**src/hw/rtl/ulf_pkg.sv**
```systemverilog
// ----------------------------------------------------------------------------
// ulf_pkg: shared types and constants of the UTF-8 to ASCII filter
// Beat payload types, lead byte decode masks and the Latin-1 fold table.
// ----------------------------------------------------------------------------
package ulf_pkg;

  typedef struct packed {
    logic [7:0] in_byte;
    logic       is_last;
  } in_item_t;

  typedef struct packed {
    logic [6:0] out_char;
    logic       char_valid;
    logic       end_of_string;
  } out_item_t;

  localparam logic [15:0] MAX_CHARS_RESET = 16'd255;
  localparam logic [15:0] CHARS_SAT       = 16'hFFFF;

  // Register index of max_chars on the configuration port.
  localparam logic REG_MAX_CHARS = 1'b0;

  localparam logic [7:0] LEAD2_MASK = 8'hE0;
  localparam logic [7:0] LEAD2_CODE = 8'hC0;
  localparam logic [7:0] LEAD3_MASK = 8'hF0;
  localparam logic [7:0] LEAD3_CODE = 8'hE0;
  localparam logic [7:0] LEAD4_MASK = 8'hF8;
  localparam logic [7:0] LEAD4_CODE = 8'hF0;

  localparam logic [6:0] QMARK_CHAR = 7'h3F;
  // Lead bits of U+00C0..U+00FF.
  localparam logic [4:0] LATIN1_HI_LEAD = 5'd3;

  // Base letters for U+00C0..U+00FF; zero marks the multiply and divide signs.
  localparam logic [6:0] FOLD_TABLE [64] = '{
    7'h41, 7'h41, 7'h41, 7'h41, 7'h41, 7'h41, 7'h41, 7'h43,
    7'h45, 7'h45, 7'h45, 7'h45, 7'h49, 7'h49, 7'h49, 7'h49,
    7'h44, 7'h4E, 7'h4F, 7'h4F, 7'h4F, 7'h4F, 7'h4F, 7'h00,
    7'h4F, 7'h55, 7'h55, 7'h55, 7'h55, 7'h59, 7'h54, 7'h73,
    7'h61, 7'h61, 7'h61, 7'h61, 7'h61, 7'h61, 7'h61, 7'h63,
    7'h65, 7'h65, 7'h65, 7'h65, 7'h69, 7'h69, 7'h69, 7'h69,
    7'h64, 7'h6E, 7'h6F, 7'h6F, 7'h6F, 7'h6F, 7'h6F, 7'h00,
    7'h6F, 7'h75, 7'h75, 7'h75, 7'h75, 7'h79, 7'h74, 7'h79
  };

  // Character of a 2-byte sequence as {valid, char}.
  function automatic logic [7:0] fold_pair(input logic [4:0] lead5, input logic [5:0] low6);
    logic [6:0] c;
    begin
      if (lead5 == LATIN1_HI_LEAD) begin
        c = FOLD_TABLE[low6];
        fold_pair = {(c != 7'd0), c};
      end else begin
        fold_pair = {1'b1, QMARK_CHAR};
      end
    end
  endfunction

endpackage

```
**src/hw/rtl/utf8_latin1_to_ascii_filter_unit.sv**
```systemverilog
// ----------------------------------------------------------------------------
// utf8_latin1_to_ascii_filter_unit: UTF-8 to ASCII transliteration filter
// Folds Latin-1 letters to base letters, drops multiply/divide, rest as '?'.
// ----------------------------------------------------------------------------
// An accepted beat waits in the input register; its result then goes into
// the result register once that register is empty or being read out.
// Throughput: one byte per cycle while results are taken; the decode between
// the input and result registers is a single table lookup plus string state.
// Reset (synchronous, active low) empties both stages, clears string state
// and sets max_chars to 255.
module utf8_latin1_to_ascii_filter_unit import ulf_pkg::*; (
  input  logic        clk,
  input  logic        rst_n,
  input  logic        in_valid,
  output logic        in_ready,
  input  in_item_t    in_data,
  output logic        out_valid,
  input  logic        out_ready,
  output out_item_t   out_data,
  input  logic        psel,
  input  logic        penable,
  input  logic        pwrite,
  input  logic [2:0]  paddr,
  input  logic [31:0] pwdata,
  output logic [31:0] prdata,
  output logic        pready
);

  logic [15:0] max_chars_r;
  logic        advance;
  logic        item_valid;
  in_item_t    item;
  logic        has_result;
  out_item_t   result;

  assign pready = 1'b1;
  assign prdata = (paddr[2] == REG_MAX_CHARS) ? {16'd0, max_chars_r} : 32'd0;

  always_ff @(posedge clk) begin
    if (!rst_n) begin
      max_chars_r <= MAX_CHARS_RESET;
    end else if (psel && penable && pwrite && paddr[2] == REG_MAX_CHARS) begin
      max_chars_r <= pwdata[15:0];
    end
  end

  ulf_in_reg u_in (
    .clk        (clk),
    .rst_n      (rst_n),
    .in_valid   (in_valid),
    .in_ready   (in_ready),
    .in_data    (in_data),
    .advance    (advance),
    .item_valid (item_valid),
    .item       (item)
  );

  ulf_xlat u_xlat (
    .clk        (clk),
    .rst_n      (rst_n),
    .max_chars  (max_chars_r),
    .fire       (item_valid && advance),
    .item       (item),
    .has_result (has_result),
    .result     (result)
  );

  ulf_out_reg u_out (
    .clk        (clk),
    .rst_n      (rst_n),
    .can_load   (advance),
    .load_valid (item_valid && has_result),
    .load_data  (result),
    .out_valid  (out_valid),
    .out_ready  (out_ready),
    .out_data   (out_data)
  );

  // An empty result register never holds back the input side.
  a_ready_when_empty: assert property (@(posedge clk) disable iff (!rst_n)
    !out_valid |-> in_ready)
    else $error("input stalled with empty result register");

  a_char_zero: assert property (@(posedge clk) disable iff (!rst_n)
    out_valid && !out_data.char_valid |-> out_data.out_char == 7'd0)
    else $error("character field set on a beat without a character");

  a_no_empty_beat: assert property (@(posedge clk) disable iff (!rst_n)
    out_valid && !out_data.char_valid |-> out_data.end_of_string)
    else $error("result beat carries neither character nor end mark");

endmodule

```
**src/hw/rtl/ulf_in_reg.sv**
```systemverilog
// ----------------------------------------------------------------------------
// ulf_in_reg: input register stage
// Holds one accepted beat until the translation stage moves it on.
// ----------------------------------------------------------------------------
module ulf_in_reg import ulf_pkg::*; (
  input  logic     clk,
  input  logic     rst_n,
  input  logic     in_valid,
  output logic     in_ready,
  input  in_item_t in_data,
  input  logic     advance,
  output logic     item_valid,
  output in_item_t item
);

  logic     valid_r, valid_nxt;
  in_item_t data_r;

  assign in_ready   = !valid_r || advance;
  assign item_valid = valid_r;
  assign item       = data_r;

  always_comb begin
    valid_nxt = valid_r;
    if (in_ready) begin
      valid_nxt = in_valid;
    end
  end

  always_ff @(posedge clk) begin
    if (!rst_n) begin
      valid_r <= 1'b0;
    end else begin
      valid_r <= valid_nxt;
    end
  end

  always_ff @(posedge clk) begin
    if (in_valid && in_ready) begin
      data_r <= in_data;
    end
  end

endmodule

```
**src/hw/rtl/ulf_xlat.sv**
```systemverilog
// ----------------------------------------------------------------------------
// ulf_xlat: byte translation and string state
// Decodes one byte against the string state and forms the result, if any.
// ----------------------------------------------------------------------------
module ulf_xlat import ulf_pkg::*; (
  input  logic        clk,
  input  logic        rst_n,
  input  logic [15:0] max_chars,
  input  logic        fire,
  input  in_item_t    item,
  output logic        has_result,
  output out_item_t   result
);

  logic [1:0]  skip_r, skip_nxt;
  logic        await_r, await_nxt;
  logic [4:0]  lead_r, lead_nxt;
  logic [15:0] count_r, count_nxt;
  logic        stopped_r, stopped_nxt;

  logic [7:0] b;
  logic       last;
  logic       vld;
  logic [6:0] ch;

  assign b    = item.in_byte;
  assign last = item.is_last;

  always_comb begin
    skip_nxt    = skip_r;
    await_nxt   = await_r;
    lead_nxt    = lead_r;
    count_nxt   = count_r;
    stopped_nxt = stopped_r;
    vld         = 1'b0;
    ch          = 7'd0;

    if (stopped_r) begin
      vld = 1'b0;
    end else if (skip_r != 2'd0) begin
      if (b == 8'd0) begin
        stopped_nxt = 1'b1;
      end else begin
        skip_nxt = skip_r - 2'd1;
      end
    end else if (await_r) begin
      await_nxt = 1'b0;
      {vld, ch} = fold_pair(lead_r, b[5:0]);
      if (b == 8'd0) begin
        stopped_nxt = 1'b1;
      end
    end else if (b == 8'd0 || count_r >= max_chars) begin
      stopped_nxt = 1'b1;
    end else if (!b[7]) begin
      ch  = b[6:0];
      vld = 1'b1;
    end else if ((b & LEAD2_MASK) == LEAD2_CODE) begin
      lead_nxt = b[4:0];
      // A string that ends on the lead takes the low bits as zero.
      if (last) begin
        {vld, ch} = fold_pair(b[4:0], 6'd0);
      end else begin
        await_nxt = 1'b1;
      end
    end else if ((b & LEAD3_MASK) == LEAD3_CODE) begin
      ch       = QMARK_CHAR;
      vld      = 1'b1;
      skip_nxt = 2'd2;
    end else if ((b & LEAD4_MASK) == LEAD4_CODE) begin
      ch       = QMARK_CHAR;
      vld      = 1'b1;
      skip_nxt = 2'd3;
    end

    if (vld && count_r != CHARS_SAT) begin
      count_nxt = count_r + 16'd1;
    end
    if (!vld) begin
      ch = 7'd0;
    end

    if (last) begin
      skip_nxt    = 2'd0;
      await_nxt   = 1'b0;
      lead_nxt    = 5'd0;
      count_nxt   = 16'd0;
      stopped_nxt = 1'b0;
    end

    has_result           = vld || last;
    result.out_char      = ch;
    result.char_valid    = vld;
    result.end_of_string = last;
  end

  always_ff @(posedge clk) begin
    if (!rst_n) begin
      skip_r    <= 2'd0;
      await_r   <= 1'b0;
      lead_r    <= 5'd0;
      count_r   <= 16'd0;
      stopped_r <= 1'b0;
    end else if (fire) begin
      skip_r    <= skip_nxt;
      await_r   <= await_nxt;
      lead_r    <= lead_nxt;
      count_r   <= count_nxt;
      stopped_r <= stopped_nxt;
    end
  end

endmodule

```
**src/hw/rtl/ulf_out_reg.sv**
```systemverilog
// ----------------------------------------------------------------------------
// ulf_out_reg: result register
// Holds one result beat until the consumer takes it.
// ----------------------------------------------------------------------------
module ulf_out_reg import ulf_pkg::*; (
  input  logic      clk,
  input  logic      rst_n,
  output logic      can_load,
  input  logic      load_valid,
  input  out_item_t load_data,
  output logic      out_valid,
  input  logic      out_ready,
  output out_item_t out_data
);

  logic      valid_r, valid_nxt;
  out_item_t data_r;

  assign can_load  = !valid_r || out_ready;
  assign out_valid = valid_r;
  assign out_data  = data_r;

  always_comb begin
    valid_nxt = valid_r;
    if (can_load) begin
      valid_nxt = load_valid;
    end
  end

  always_ff @(posedge clk) begin
    if (!rst_n) begin
      valid_r <= 1'b0;
    end else begin
      valid_r <= valid_nxt;
    end
  end

  always_ff @(posedge clk) begin
    if (can_load && load_valid) begin
      data_r <= load_data;
    end
  end

endmodule
```
**config.mk**
```make
export PLATFORM = sky130hd
export DESIGN_NAME = utf8_latin1_to_ascii_filter_unit
export DESIGN_NICKNAME = d
export VERILOG_FILES = /design/src/hw/rtl/ulf_pkg.sv /design/src/hw/rtl/utf8_latin1_to_ascii_filter_unit.sv /design/src/hw/rtl/ulf_in_reg.sv /design/src/hw/rtl/ulf_xlat.sv /design/src/hw/rtl/ulf_out_reg.sv
export SDC_FILE = /design/constraint.sdc
export NUM_CORES = 1
export LEC_CHECK = 0
export ABC_AREA = 1
export BUFFER_PORTS_ARGS = -buffer_cell sky130_fd_sc_hd__buf_2
export CAP_MARGIN = 10
export CORE_UTILIZATION = 40
export CTS_BUF_LIST = sky130_fd_sc_hd__clkbuf_16
export CTS_CLUSTER_SIZE = 16
export DETAILED_ROUTE_END_ITERATION = 10
export HOLD_SLACK_MARGIN = 0.05
export PLACE_DENSITY = 0.75
export SYNTH_ARGS = -nofsm -noshare
export SYNTH_HDL_FRONTEND = slang
export SYNTH_SLANG_ARGS = --single-unit
```
**constraint.sdc**
```tcl
create_clock -name clk -period 3.7 [get_ports clk]
set_clock_uncertainty 0.05 [all_clocks]
set_input_delay 0.555 -clock clk [delete_from_list [all_inputs] [get_ports clk]]
set_output_delay 0.555 -clock clk [all_outputs]
set_load 0.05 [all_outputs]
```
==> flow_summary.ini <==
[run_status]
run_status = finished, violations left
violations = DRC

[route]
dr.pass1.iters = 10
drt_iter0_markers = 264
wl_per_cell_um = 12.25
route.antenna.remaining_nets = 0
drt-total-wl_mm = 8.327
drcViolationCount = 9
via_per_inst = 5.110
vias = 3475

[cells_and_area]
multi_input_area_mm2 = 0.001889
synthToLayoutAreaGrowth_pct = 15.86
fillers = 847
num-nets-final = 636
layout-drive-gt1-share_pct = 15.56
regArea_mm2 = 0.001401
n_antenna_cell = 0
instances_no_fill = 680

[cts]
cts_buffers = 9
cts_resized = 0
cts_num_sinks = 61
ctsLongestPathBuffers = 2
cts_setup_buffers = 0
clkTransAtPathRegs_ns = 0.05
hold_buffers = 0
htreeDepth = 3
root_buffer = clkbuf_16
cts_tree = done
worst_skew_pair.late_latency_ns = 0.33

[hold_path]
hp-class = in2reg

[floorplan]
start_util_pct = 41.90
row_count = 34
dieArea_mm2 = 0.009657
io_pins = 95
die_h_um = 98.27
core_mm2 = 0.008848
die_x_um = 98.27

[global_route]
grt_pass1_wl_mm = 14.10
grt_usage_pct = 18.06
antenna_found_initial = 0
grt_max_degree = 35
grt_pass1_vias = 3190
overflow = 0

[synth]
avgSynthCellArea_um2 = 7.185
synthesis.instances = 516
synth_ff_type = dfxtp_1
yosysSeqAreaShare_pct = 37.80
synthTopCellsByCount = nand2_1, nor2_1, inv_1
synth_edf_count = 18
syn_area_mm2 = 0.003707
synthMostInstantiatedCell = nand2_1
ys_top_cells_by_area = dfxtp_1, edfxtp_1, nand2_1, nor2_1, a21oi_1
yosys_warnings = 0
async_flop_share_pct = 0
synth_top_cell_area_share_pct = 23.22
synth_top_cell_by_area = dfxtp_1
ys_ff_latch = 61
yosysUniqueCellTypes = 43

[setup_path]
path_max_fanout = 9
path_class = reg2reg
reg2reg_slack_ns = 0.92
cp.required_ns = 3.63
cp.arrival_ns = 2.71
end_kind = register
worst_setup_path_start_kind = register

[timing]
finalSetupViolations = 0
slew_viol_final = 0
final.setup.tns_ns = 0
min_period_ns = 2.782
hold_violations = 0
worst_hold_slack_ns = 0.3507
worst_pin_slew_ns = 0.6133
fmax_mhz = 359.5
grt_setup_unrepaired = no
max-slew-margin-rel_pct = 59.11
finalWorstSetupSlack_ns = 0.9183
period_share_pct = 75.18

[place]
dpl.hpwl_mm = 6.011
pre_cts_slack_ns = 0.9389
port-buffer-count = 59
routabilityCongestion = 0.8817
dp.cells = 664

[power]
total_power_uw = 2056
max-vdd-ir-drop_mv = 0.2404
power.density_mw_per_mm2 = 478.8
static-leakage-power_uw = 0.001978

[flow_run]
drv_cap = 0
[state kept, by name (all words and copies together), names as in the netlist]
| signal | count |
|---|---|
| max_chars_r | 16 |
| u_xlat.count_r | 16 |
| u_in.item | 9 |
| u_out.out_data | 9 |
| u_xlat.lead_r | 5 |
| u_xlat.skip_r | 2 |
| u_in.item_valid | 1 |
| u_out.out_valid | 1 |
| u_xlat.await_r | 1 |
| u_xlat.stopped_r | 1 |
[power by group]
part / switching [µW] / internal [µW] / leakage (µW)
clock network: 287 / 579 / 0.000153
registers: 41.2 / 739 / 0.000525
logic: 296 / 114 / 0.00130
total: 625 / 1430 / 0.00198
[logic make-up after synthesis]
logic type	share of synthesized area, %
compound gates	14.07
fa+ha+maj	6.075
xor+xnor	0.2363
other cells	0.2026
simple gates	28.86
flops	37.80
buf+inv	12.76
[worst paths after layout]
path,startpoint,endpoint,depth (start not counted)
worst max-delay path,u_xlat.count_r[15],u_out.out_data[2],10
worst min-delay path,in_data[6],u_in.item[6],1
worst max register to register,u_xlat.count_r[15],u_out.out_data[2],10
worst min register to register,max_chars_r[9],max_chars_r[9],2
[layout make-up]
class | count | share of cell area (%)
inverter | 69 | 6.030
sequential | 61 | 32.62
tap | 108 | 3.146
multi-input combinational | 366 | 43.98
clock buffer | 9 | 5.243
timing repair buffer | 60 | 7.049
clock inverter | 7 | 1.923
[through the flow]
| step | area (µm²) | utilization, % |
|---|---|---|
| floorplan | 3764 | - |
| global placement | 3988 | 45.07 |
| detailed placement | 3988 | 45.07 |
| finish | 4295 | 48.54 |
| CTS | 4295 | 48.54 |
| global route | 4295 | 48.54 |
[worst max-delay path: stages (launching register included)]
cell and delay [ns]:
dfxtp_1 0.45, ha_1 0.30, a21oi_1 0.14, o21ai_0 0.09
nor2_1 0.18, nand4_2 0.18, o21bai_2 0.29, nand2_1 0.22
inv_1 0.14, nand2_1 0.10, nand2_1 0.31
[per-layer routing]
| layer | share of wire (%) | track usage [%] | wire length [µm] |
|---|---|---|---|
| met1 | 46 | 22.58 | 3871 |
| met2 | 47 | 30.44 | 3922 |
| met3 | 5.3 | 3.937 | 442 |
| met4 | 1.1 | 6.889 | 90 |
| met5 | 0 | 0 | 0 |
[cell usage in the layout (no fill, tap or decap), types with 3 or more instances in the layout]
cell	netlist	routed
a21oi_1	48	48
buf_2	3	59
clkbuf_16	0	9
clkinv_1	2	4
conb_1	2	17
dfxtp_1	43	43
edfxtp_1	18	18
ha_1	18	18
inv_1	64	66
inv_2	3	3
nand2_1	92	92
nand3_1	32	32
nand3_2	5	5
nand4_1	5	5
nor2_1	75	75
nor3_1	14	14
nor4_1	4	4
o211ai_1	9	9
o21ai_0	20	20
No activity file was read; power rests on OpenSTA's default activity.
